$ cat src/rtl/core/rtcsc_pkg.sv
// rtcsc_pkg: shared types and constants for the seconds-counter RTC.
// Used by rtcsc_core, the top level rtc_seconds_counter_alarm and the checker.
package rtcsc_pkg;

   // Prescaler and divider width, 4..20
   localparam int PRESCALER_WIDTH = 20;

   localparam int OP_W    = 2;
   localparam int ADDR_W  = 4;
   localparam int DATA_W  = 16;
   localparam int SEC_W   = 32;
   localparam int IRQ_W   = 3;

   // stream packing
   localparam int REQ_TDATA_W = 24;   // reg_address, write_data, zero fill
   localparam int RSP_TDATA_W = 24;   // read_data, interrupt_line, zero fill

   typedef enum logic [OP_W-1:0] {
      OP_READ  = 2'd0,
      OP_WRITE = 2'd1,
      OP_TICK  = 2'd2,
      OP_NONE  = 2'd3
   } op_type;

   localparam logic [ADDR_W-1:0] ADDR_CTRL_HIGH = 4'd0;
   localparam logic [ADDR_W-1:0] ADDR_CTRL_LOW  = 4'd1;
   localparam logic [ADDR_W-1:0] ADDR_PRESC_HI  = 4'd2;
   localparam logic [ADDR_W-1:0] ADDR_PRESC_LO  = 4'd3;
   localparam logic [ADDR_W-1:0] ADDR_DIV_HI    = 4'd4;
   localparam logic [ADDR_W-1:0] ADDR_DIV_LO    = 4'd5;
   localparam logic [ADDR_W-1:0] ADDR_CNT_HI    = 4'd6;
   localparam logic [ADDR_W-1:0] ADDR_CNT_LO    = 4'd7;
   localparam logic [ADDR_W-1:0] ADDR_ALARM_HI  = 4'd8;
   localparam logic [ADDR_W-1:0] ADDR_ALARM_LO  = 4'd9;

   // ctrl_low bit positions
   localparam int CTRL_SEC_BIT   = 0;
   localparam int CTRL_ALARM_BIT = 1;
   localparam int CTRL_OVF_BIT   = 2;
   localparam int CTRL_SYNC_BIT  = 3;
   localparam int CTRL_CFG_BIT   = 4;
   localparam int CTRL_WDONE_BIT = 5;

   localparam logic [PRESCALER_WIDTH-1:0] PRESC_RESET = PRESCALER_WIDTH'(32'h0000_8000);
   localparam logic [SEC_W-1:0]           ALARM_RESET = {SEC_W{1'b1}};

   typedef struct packed {
      op_type              op;
      logic [ADDR_W-1:0]   addr;
      logic [DATA_W-1:0]   wdata;
   } item_type;

   typedef struct packed {
      logic                irq;
      logic [DATA_W-1:0]   rdata;
   } result_type;

endpackage

$ cat src/rtl/core/rtcsc_core.sv
// rtcsc_core: RTC register file, prescaler divider, seconds counter and alarm.
// Applies one word per step and returns its result; uses rtcsc_pkg.
module rtcsc_core (
   input  logic                  clock,
   input  logic                  reset,
   input  logic                  step,
   input  rtcsc_pkg::item_type   item,
   output rtcsc_pkg::result_type result
);

   localparam int PW = rtcsc_pkg::PRESCALER_WIDTH;

   logic [rtcsc_pkg::IRQ_W-1:0] irq_en_ff, irq_en_in;
   logic                        sec_flag_ff, sec_flag_in;
   logic                        alarm_flag_ff, alarm_flag_in;
   logic                        ovf_flag_ff, ovf_flag_in;
   logic                        sync_flag_ff, sync_flag_in;
   logic                        cfg_mode_ff, cfg_mode_in;
   logic [PW-1:0]               presc_ff, presc_in;
   logic [PW-1:0]               div_ff, div_in;
   logic [rtcsc_pkg::SEC_W-1:0] sec_cnt_ff, sec_cnt_in;
   logic [rtcsc_pkg::SEC_W-1:0] alarm_ff, alarm_in;

   logic [31:0]                 presc_wide;
   logic [31:0]                 div_wide;
   logic [31:0]                 presc_hi_wr;
   logic [31:0]                 presc_lo_wr;
   logic [rtcsc_pkg::SEC_W-1:0] sec_inc;
   logic [rtcsc_pkg::DATA_W-1:0] rdata;

   assign presc_wide  = 32'(presc_ff);
   assign div_wide    = 32'(div_ff);
   assign presc_hi_wr = {item.wdata, presc_wide[15:0]};
   assign presc_lo_wr = {presc_wide[31:16], item.wdata};
   assign sec_inc     = sec_cnt_ff + 32'd1;

   always_comb begin
      irq_en_in     = irq_en_ff;
      sec_flag_in   = sec_flag_ff;
      alarm_flag_in = alarm_flag_ff;
      ovf_flag_in   = ovf_flag_ff;
      sync_flag_in  = sync_flag_ff;
      cfg_mode_in   = cfg_mode_ff;
      presc_in      = presc_ff;
      div_in        = div_ff;
      sec_cnt_in    = sec_cnt_ff;
      alarm_in      = alarm_ff;
      rdata         = '0;

      case (item.op)
         rtcsc_pkg::OP_READ: begin
            case (item.addr)
               rtcsc_pkg::ADDR_CTRL_HIGH: rdata = 16'(irq_en_ff);
               rtcsc_pkg::ADDR_CTRL_LOW: begin
                  rdata[rtcsc_pkg::CTRL_SEC_BIT]   = sec_flag_ff;
                  rdata[rtcsc_pkg::CTRL_ALARM_BIT] = alarm_flag_ff;
                  rdata[rtcsc_pkg::CTRL_OVF_BIT]   = ovf_flag_ff;
                  rdata[rtcsc_pkg::CTRL_SYNC_BIT]  = sync_flag_ff;
                  rdata[rtcsc_pkg::CTRL_CFG_BIT]   = cfg_mode_ff;
                  rdata[rtcsc_pkg::CTRL_WDONE_BIT] = 1'b1;
               end
               rtcsc_pkg::ADDR_PRESC_HI: rdata = presc_wide[31:16];
               rtcsc_pkg::ADDR_PRESC_LO: rdata = presc_wide[15:0];
               rtcsc_pkg::ADDR_DIV_HI:   rdata = div_wide[31:16];
               rtcsc_pkg::ADDR_DIV_LO:   rdata = div_wide[15:0];
               rtcsc_pkg::ADDR_CNT_HI:   rdata = sec_cnt_ff[31:16];
               rtcsc_pkg::ADDR_CNT_LO:   rdata = sec_cnt_ff[15:0];
               rtcsc_pkg::ADDR_ALARM_HI: rdata = alarm_ff[31:16];
               rtcsc_pkg::ADDR_ALARM_LO: rdata = alarm_ff[15:0];
               default:                  rdata = '0;
            endcase
         end
         rtcsc_pkg::OP_WRITE: begin
            case (item.addr)
               rtcsc_pkg::ADDR_CTRL_HIGH: irq_en_in = item.wdata[rtcsc_pkg::IRQ_W-1:0];
               rtcsc_pkg::ADDR_CTRL_LOW: begin
                  // write 0 to clear a flag, 1 leaves it
                  sec_flag_in   = sec_flag_ff   & item.wdata[rtcsc_pkg::CTRL_SEC_BIT];
                  alarm_flag_in = alarm_flag_ff & item.wdata[rtcsc_pkg::CTRL_ALARM_BIT];
                  ovf_flag_in   = ovf_flag_ff   & item.wdata[rtcsc_pkg::CTRL_OVF_BIT];
                  sync_flag_in  = sync_flag_ff  & item.wdata[rtcsc_pkg::CTRL_SYNC_BIT];
                  cfg_mode_in   = item.wdata[rtcsc_pkg::CTRL_CFG_BIT];
               end
               rtcsc_pkg::ADDR_PRESC_HI: if (cfg_mode_ff) presc_in = presc_hi_wr[PW-1:0];
               rtcsc_pkg::ADDR_PRESC_LO: if (cfg_mode_ff) presc_in = presc_lo_wr[PW-1:0];
               rtcsc_pkg::ADDR_CNT_HI:
                  if (cfg_mode_ff) sec_cnt_in = {item.wdata, sec_cnt_ff[15:0]};
               rtcsc_pkg::ADDR_CNT_LO:
                  if (cfg_mode_ff) sec_cnt_in = {sec_cnt_ff[31:16], item.wdata};
               rtcsc_pkg::ADDR_ALARM_HI:
                  if (cfg_mode_ff) alarm_in = {item.wdata, alarm_ff[15:0]};
               rtcsc_pkg::ADDR_ALARM_LO:
                  if (cfg_mode_ff) alarm_in = {alarm_ff[31:16], item.wdata};
               default: ;
            endcase
         end
         rtcsc_pkg::OP_TICK: begin
            sync_flag_in = 1'b1;
            if (div_ff != '0) begin
               div_in = div_ff - PW'(1);
            end else begin
               // reload and advance one second
               div_in      = presc_ff;
               sec_cnt_in  = sec_inc;
               sec_flag_in = 1'b1;
               if (sec_inc == '0)
                  ovf_flag_in = 1'b1;
               if (sec_inc == alarm_ff)
                  alarm_flag_in = 1'b1;
            end
         end
         default: ;
      endcase
   end

   // interrupt comes from the state after this word
   assign result.rdata = rdata;
   assign result.irq   = (irq_en_in[0] & sec_flag_in) |
                         (irq_en_in[1] & alarm_flag_in) |
                         (irq_en_in[2] & ovf_flag_in);

   always_ff @(posedge clock) begin
      if (reset) begin
         irq_en_ff     <= '0;
         sec_flag_ff   <= 1'b0;
         alarm_flag_ff <= 1'b0;
         ovf_flag_ff   <= 1'b0;
         sync_flag_ff  <= 1'b0;
         cfg_mode_ff   <= 1'b0;
         presc_ff      <= rtcsc_pkg::PRESC_RESET;
         div_ff        <= rtcsc_pkg::PRESC_RESET;
         sec_cnt_ff    <= '0;
         alarm_ff      <= rtcsc_pkg::ALARM_RESET;
      end else if (step) begin
         irq_en_ff     <= irq_en_in;
         sec_flag_ff   <= sec_flag_in;
         alarm_flag_ff <= alarm_flag_in;
         ovf_flag_ff   <= ovf_flag_in;
         sync_flag_ff  <= sync_flag_in;
         cfg_mode_ff   <= cfg_mode_in;
         presc_ff      <= presc_in;
         div_ff        <= div_in;
         sec_cnt_ff    <= sec_cnt_in;
         alarm_ff      <= alarm_in;
      end
   end

endmodule

$ cat src/rtl/core/rtc_seconds_counter_alarm.sv
// rtc_seconds_counter_alarm: top level of the seconds-counter RTC.
// Input register, rtcsc_core and result register; uses rtcsc_pkg.
//
//  channel | direction | tdata                              | tuser
//  req_    | in        | [3:0] reg_address [19:4] write_data | [1:0] operation
//  rsp_    | out       | [15:0] read_data [16] interrupt_line| none
//
// One word per cycle sustained while rsp_tready holds; a taken word passes
// through the input register, then the core logic into the result register.
// The core state updates when a word leaves the input register.
// Reset clears both valid bits and all RTC state to its power-on values.
// A stalled result holds; the input register still takes one more word.
module rtc_seconds_counter_alarm (
   input  logic                                clock,
   input  logic                                reset,
   input  logic                                req_tvalid,
   output logic                                req_tready,
   input  logic [rtcsc_pkg::REQ_TDATA_W-1:0]   req_tdata,   // reg_address, write_data, zero
   input  logic [rtcsc_pkg::OP_W-1:0]          req_tuser,   // operation
   output logic                                rsp_tvalid,
   input  logic                                rsp_tready,
   output logic [rtcsc_pkg::RSP_TDATA_W-1:0]   rsp_tdata    // read_data, interrupt_line, zero
);

   logic                  in_valid_ff, in_valid_in;
   rtcsc_pkg::item_type   in_item_ff;
   logic                  out_valid_ff, out_valid_in;
   rtcsc_pkg::result_type out_res_ff;
   rtcsc_pkg::result_type core_res;
   rtcsc_pkg::item_type   req_item;
   logic                  out_free;
   logic                  advance;
   logic                  req_fire;

   assign req_item.op    = rtcsc_pkg::op_type'(req_tuser);
   assign req_item.addr  = req_tdata[3:0];
   assign req_item.wdata = req_tdata[19:4];

   assign out_free     = !out_valid_ff || rsp_tready;
   assign advance      = in_valid_ff && out_free;
   assign req_tready   = !in_valid_ff || advance;
   assign req_fire     = req_tvalid && req_tready;
   assign in_valid_in  = req_fire || (in_valid_ff && !advance);
   assign out_valid_in = advance || (out_valid_ff && !rsp_tready);

   rtcsc_core u_core (
      .clock  (clock),
      .reset  (reset),
      .step   (advance),
      .item   (in_item_ff),
      .result (core_res)
   );

   always_ff @(posedge clock) begin
      if (reset) begin
         in_valid_ff  <= 1'b0;
         out_valid_ff <= 1'b0;
      end else begin
         in_valid_ff  <= in_valid_in;
         out_valid_ff <= out_valid_in;
      end
   end

   always_ff @(posedge clock) begin
      if (req_fire)
         in_item_ff <= req_item;
      if (advance)
         out_res_ff <= core_res;
   end

   assign rsp_tvalid = out_valid_ff;
   assign rsp_tdata  = {7'd0, out_res_ff.irq, out_res_ff.rdata};

endmodule

$ cat config.mk
export PLATFORM = sky130hd
export DESIGN_NAME = rtc_seconds_counter_alarm
export DESIGN_NICKNAME = d
export VERILOG_FILES = /design/src/rtl/core/rtcsc_pkg.sv /design/src/rtl/core/rtcsc_core.sv /design/src/rtl/core/rtc_seconds_counter_alarm.sv
export SDC_FILE = /design/constraint.sdc
export NUM_CORES = 1
export LEC_CHECK = 0
export BUFFER_PORTS_ARGS = -buffer_cell sky130_fd_sc_hd__buf_2
export CORE_ASPECT_RATIO = 0.7
export CORE_MARGIN = 3
export CORE_UTILIZATION = 35
export CTS_BUF_LIST = sky130_fd_sc_hd__clkbuf_4
export DETAILED_ROUTE_END_ITERATION = 16
export PLACE_DENSITY_LB_ADDON = 0.25
export SYNTH_ARGS = -nofsm -noshare
export SYNTH_HDL_FRONTEND = slang
export SYNTH_SLANG_ARGS = --single-unit
$ cat constraint.sdc
create_clock -name clock -period 3.2 [get_ports clock]
set_input_delay 0.16 -clock clock [delete_from_list [all_inputs] [get_ports clock]]
set_output_delay 0.16 -clock clock [all_outputs]
set_load 0.1 [all_outputs]
; ---- Word level (Yosys, flattened, before mapping)
; Index checks and enable logic that the tools add are counted.
; W data, S select, Z words.
[word_totals]
output_inout_bits = 26
regBits = 153
latch_bits = 0
inputBits = 30
word_cells = 107
mem_bits_ro = 0
memories = 0
ramBits = 0
[classes]
eq_ne = 19
n_reduce_logical = 26
multipliers = 0
n_lt_le_gt_ge = 0
bitwise_logic = 13
muxes = 27
add_sub_neg = 2
shifts = 0
div_mod_pow = 0
[ops]
columns = cell, n
row1 = $pmux W32 S2, 3
row2 = $mux W32, 2
row3 = $pmux W10 S6, 1
row4 = $pmux W6 S10, 1
row5 = $mux W20, 2
row6 = $pmux W20 S2, 1
row7 = $add A32 B1 Y32 const B, 1
row8 = $eq A32 B32 Y1, 1
row9 = $logic_not A32 Y1, 1
row10 = $mux W16, 2
row11 = $reduce_and A5 Y1, 4
row12 = $reduce_bool A20 Y1, 1
row13 = $sub A20 B1 Y20 const B, 1
row14 = $eq A4 B3 Y1 const B, 4
row15 = $ne A2 B2 Y1 const B, 6
row16 = $reduce_and A6 Y1, 2
row17 = $mux W1, 9
row18 = $eq A4 B2 Y1 const B, 2
row19 = $eq A4 B4 Y1 const B, 2
row20 = $pmux W1 S2, 4
row21 = $and A1 B1 Y1, 7
row22 = $mux W3, 2
row23 = $reduce_and A3 Y1, 2
row24 = $eq A4 B1 Y1 const B, 1
row25 = other kinds (12), 25

; ---- Logic depth before layout (Yosys ltp)
[logic_depth]
ltp_word = 8
mapped_depth = 11

; ---- Modules after synthesis
; From an unflattened synthesis, not the netlist that was laid out.
[hier_totals]
hier_cells = 1115
hier_area_um2 = 9064.9
[modules_own_cells]
columns = module, area_per_inst_um2, instances, seq_area_each_um2, cells_each
row1 = rtcsc_core, 7733.7, 1, 2242.2, 1058
row2 = rtc_seconds_counter_alarm, 1331.3, 1, 1211.2, 57

; ---- Worst setup path after synthesis
; OpenSTA, ideal clock, no wires.
[synth_timing]
path_kind = register -> register
startpoint = register out_valid_ff (netlist: rsp_tvalid)
endpoint = register u_core.div_ff[2]
path_stages_with_launch = 10
t_required_ns = 3.072
path_slack_ns = 0.232
n_path_buf = 3
t_arrival_ns = 2.841
setup_ns = 0.128
synth_period_minus_slack_ns = 2.968
cell_sequence = dfxtp_1 -> nor2b_1 -> nor2b_1 -> buf_1 -> and2_1 -> clkbuf_1 -> clkbuf_1 -> o21ai_0 -> a22oi_1 -> nor2_1
[synth_via]
elab_chain_len = 4
[synth_lines]
columns = element, line_no
row1 = start: declaration, rtc_seconds_counter_alarm.sv:27  ; logic out_valid_ff, out_valid_in;
row2 = start signal: assignment, rtc_seconds_counter_alarm.sv:60  ; out_valid_ff <= out_valid_in;
row3 = $logic_not A1 Y1, rtc_seconds_counter_alarm.sv:39  ; assign out_free = !out_valid_ff || rsp_tready;
row4 = $logic_or A1 B1 Y1, rtc_seconds_counter_alarm.sv:39
row5 = $logic_and A1 B1 Y1, rtc_seconds_counter_alarm.sv:40  ; assign advance = in_valid_ff && out_free;
row6 = named net advance, rtc_seconds_counter_alarm.sv:32  ; logic advance;
row7 = $reduce_and A2 Y1 (no source line), n/a
row8 = end signal: assignment, rtcsc_core.sv:131  ; div_ff <= rtcsc_pkg::PRESC_RESET;
row9 = end signal: assignment, rtcsc_core.sv:142  ; div_ff <= div_in;
row10 = end: declaration, rtcsc_core.sv:20  ; logic [PW-1:0] div_ff, div_in;
; The timed path passes the listed nets, and every way through them passes these cells.
; A chain may end at the register's enable or synchronous reset.

; ---- Final worst setup path
[layout_timing]
startpoint = register u_core.sec_cnt_ff[0] in the netlist's numbering
endpoint = register u_core.ovf_flag_ff
[layout_via]
elab_chain_len = 5
[layout_lines]
columns = element, line_no
row1 = start: declaration, rtcsc_core.sv:21  ; logic [rtcsc_pkg::SEC_W-1:0] sec_cnt_ff, sec_cnt_in;
row2 = start signal: assignment, rtcsc_core.sv:143  ; sec_cnt_ff <= sec_cnt_in;
row3 = $add A32 B1 Y32, rtcsc_core.sv:35  ; assign sec_inc = sec_cnt_ff + 32'd1;
row4 = $logic_not A32 Y1, rtcsc_core.sv:106  ; if (sec_inc == '0)
row5 = $mux W1, rtcsc_core.sv:106
row6 = $mux W1, rtcsc_core.sv:99  ; if (div_ff != '0) begin
row7 = $pmux W1 S2, rtcsc_core.sv:50  ; case (item.op)
row8 = end signal: assignment, rtcsc_core.sv:138  ; ovf_flag_ff <= ovf_flag_in;
row9 = end: declaration, rtcsc_core.sv:16  ; logic ovf_flag_ff, ovf_flag_in;
; No other way between the ends.

==> metrics.cfg <==
[grt]
grt_pass1_vias=8456
antenna_found_initial=0
grtUsageTotal_pct=25.00
grt_pass1_wl_um=54230
grt_overflow=0
grt_start_max_net_pins=57

[drt]
route.detailed.drc=0
vias_per_cell=5.984
ant_nets=0
drtIter0Drc=1303
wl_per_cell_um=22.77
drt_wl_total_um=36270
num_vias=9533
drt_first_pass_iters=8

[pwr]
combPwrFrac_pct=15.5
ir_drop_mv=0.2596
powerDensity_mw_per_mm2=373.1
p_leak_nw=3.578
power.share.sequential_pct=53.5
total_power_mw=3.979
p_switching_mw=1.276
internal_power_mw=2.703
swShare_pct=32.07
clockPowerShare_pct=31.1

[synth]
synth_top_family_by_area=simple AND/OR/NAND/NOR gates
synth.area.mux_share_pct=1.211
yosys.cell_types.count=72
synth_cells=1162
synthSimpleGateAreaFrac_pct=25.19
async_flop_share_pct=0
yosysTopAreaCellShare_pct=24.55
synth_edf_count=39
synth_fa_ha_area_share_pct=0.9423
ys_ff_latch=153
syn_area_mm2=0.009295
synth.yosys.seq_area_share_pct=37.15
synth_area_leaders=dfxtp_1, edfxtp_1, a21oi_1
synth_largest_area_cell=dfxtp_1
yosys_warnings=0
synth.avg_cell_area_um2=7.999
synth_xor_area_share_pct=4.617
synth_compound_gate_area_share_pct=24.84
synthFlopType=dfxtp_1

[clock_tree]
cts_made_buffers=17
tritoncts=yes
clock_sinks=153
post_cts_buffers=0
path_clk_slew_ns=0.14
cts_buffer_depth=2
htreeDepth=4
clk_latency_ns=0.61
cts-root-buf=clkbuf_4

[floorplan]
core_area_mm2=0.02587
pin_count=56
die-area_mm2=0.02858
num_rows=49
dieWidth_um=200.8
dieHeight_um=142.3
initial_core_util_pct=35.93

[layout]
stdcell_area_mm2=0.01066
mostFrequentLayoutCells=dfxtp_1, nor2_1, nand2_1
antenna_cells=0
post-route-util_pct=41.21
fill_cells=2691
final_cells=1593
nNetsFinal=1260
drive_gt1_share_pct=14.40
area_growth_pct=14.71
final_common_cell=dfxtp_1

[run_status]
outcome=complete, no violations

[sta]
hold_viol=0
fin_setup_tns_ns=0
setup_slack_ns=0.1669
maxSlewViolCount=0
min_period_ns=3.033
clock_skew_ns=0.02697
setup_viol_count_final=0
rsz0062_at_grt=no
max_freq_ghz=0.3297
whs_ns=0.06606
maxSlewHeadroom_pct=36.11
timing.final.crit_share_pct=94.79
tightest_slew_ns=0.9583

[worst_setup_path]
critPathKind=flip-flop to flip-flop
reg2reg_to=u_core.ovf_flag_ff
crit_path_max_fanout=10
crit_arrival_ns=3.57
worst_ep_required_time_ns=3.73
start_kind=flip-flop
rrSetupSlack_ns=0.17
worstRegToRegCells=9
worstReg2RegStart=u_core.sec_cnt_ff[0]
end_kind=flip-flop

[worst_hold_path]
min_delay_worst_endpoint=u_core.sec_cnt_ff[24]
min_path_cells=2
hp-class=primary input to flip-flop
min_from=reset

[placement]
dp_hpwl_um=26670
placedInstanceArea_mm2=0.01013
portBuffers=44
dp_cells=1536
place_ws_ns=0.2323
gp_routability_congestion=1.018

[job]
cap_violations=0

## flip-flops by register name (all words and copies together) (netlist names)
name,count
u_core.div_ff,20
u_core.alarm_ff,32
rsp_tvalid,1
u_core.presc_ff,20
rsp_tdata,17
in_valid_ff,1
in_item_ff,22
u_core.sync_flag_ff,1
u_core.sec_cnt_ff,32
u_core.ovf_flag_ff,1
u_core.cfg_mode_ff,1
u_core.sec_flag_ff,1
u_core.alarm_flag_ff,1
u_core.irq_en_ff,3
## routing by layer
metal  GRT usage, %  vias to the layer above  part of all wire (%)
li1               -                     4390                     -
met1          38.85                     4592                    48
met2          34.54                      523                    39
met3          6.994                       28                    12
met4          3.990                        0                  0.84
met5              0                        -                     0
## critical path, cell delays in order (launching register included)
cell and delay [ns]:
dfxtp_1 0.36, buf_4 0.20, nand4_4 0.16, or4_4 0.68
or3_1 0.40, nor2_1 0.11, a21oi_1 0.08, nor4_1 0.52
nand4b_1 0.23, a211oi_1 0.23
## worst max-delay path by stage
stage | cells after the start | from | endpoint
floorplan | 9 | rsp_tvalid | u_core.div_ff[2]
global placement | 9 | u_core.sec_cnt_ff[0] | u_core.ovf_flag_ff
detailed placement | 9 | u_core.sec_cnt_ff[2] | u_core.alarm_flag_ff
CTS | 9 | u_core.sec_cnt_ff[2] | u_core.alarm_flag_ff
global route | 10 | u_core.sec_cnt_ff[10] | u_core.alarm_flag_ff
finish | 9 | u_core.sec_cnt_ff[0] | u_core.ovf_flag_ff
## power by group through the flow
stage,registers (mW),clock network [mW],logic (mW)
finish,2.13,1.24,0.615
global route,2.13,1.34,0.658
floorplan,2.18,0,0.374
CTS,2.12,1.26,0.602
global placement,2.17,0,0.575
detailed placement,2.17,0,0.577
## cell type report
cell class              count  area [um2]  area share [%]
clock inverters            13       128.9           1.209
well taps                 357       446.7           4.189
flip-flops and latches    153        3453           32.39
inverters                  29       108.9           1.021
clock buffers              19       142.6           1.338
multi-input cells         876        5331           50.00
repair buffers            146        1051           9.857
## synth_stat cells (4+ instances only)
cell / instances
a211o_1: 34
a211oi_1: 9
a21oi_1: 94
a221oi_1: 19
a22oi_1: 44
a31oi_1: 35
a32oi_1: 4
a41oi_1: 5
and2_1: 5
and3_1: 16
and4_1: 8
buf_2: 9
buf_4: 7
clkbuf_1: 91
dfxtp_1: 114
edfxtp_1: 39
ha_1: 7
inv_1: 28
mux2i_1: 9
nand2_1: 107
nand2b_1: 13
nand3_1: 35
nand4_1: 19
nor2_1: 114
nor2b_1: 37
nor3_1: 56
nor4_1: 12
o211ai_1: 9
o21ai_0: 40
o22ai_1: 8
o31ai_1: 5
or2_2: 7
or3_1: 8
xnor2_1: 38
xor2_1: 11
## cell families after synthesis
kind of cell	Yosys count
compound gates	341
xor+xnor	49
fa+ha+maj	7
buf+inv	139
flops	153
mux	11
other cells	1
simple gates	461
## what timing repair did
action | 4_1_cts | 5_1_grt
resized for setup | 0 | 1
hold buffers | 25 | 0
hold endpoints to repair | 24 | 0
setup endpoints to repair | 0 | 1
(Power assumes the default switching activity.)
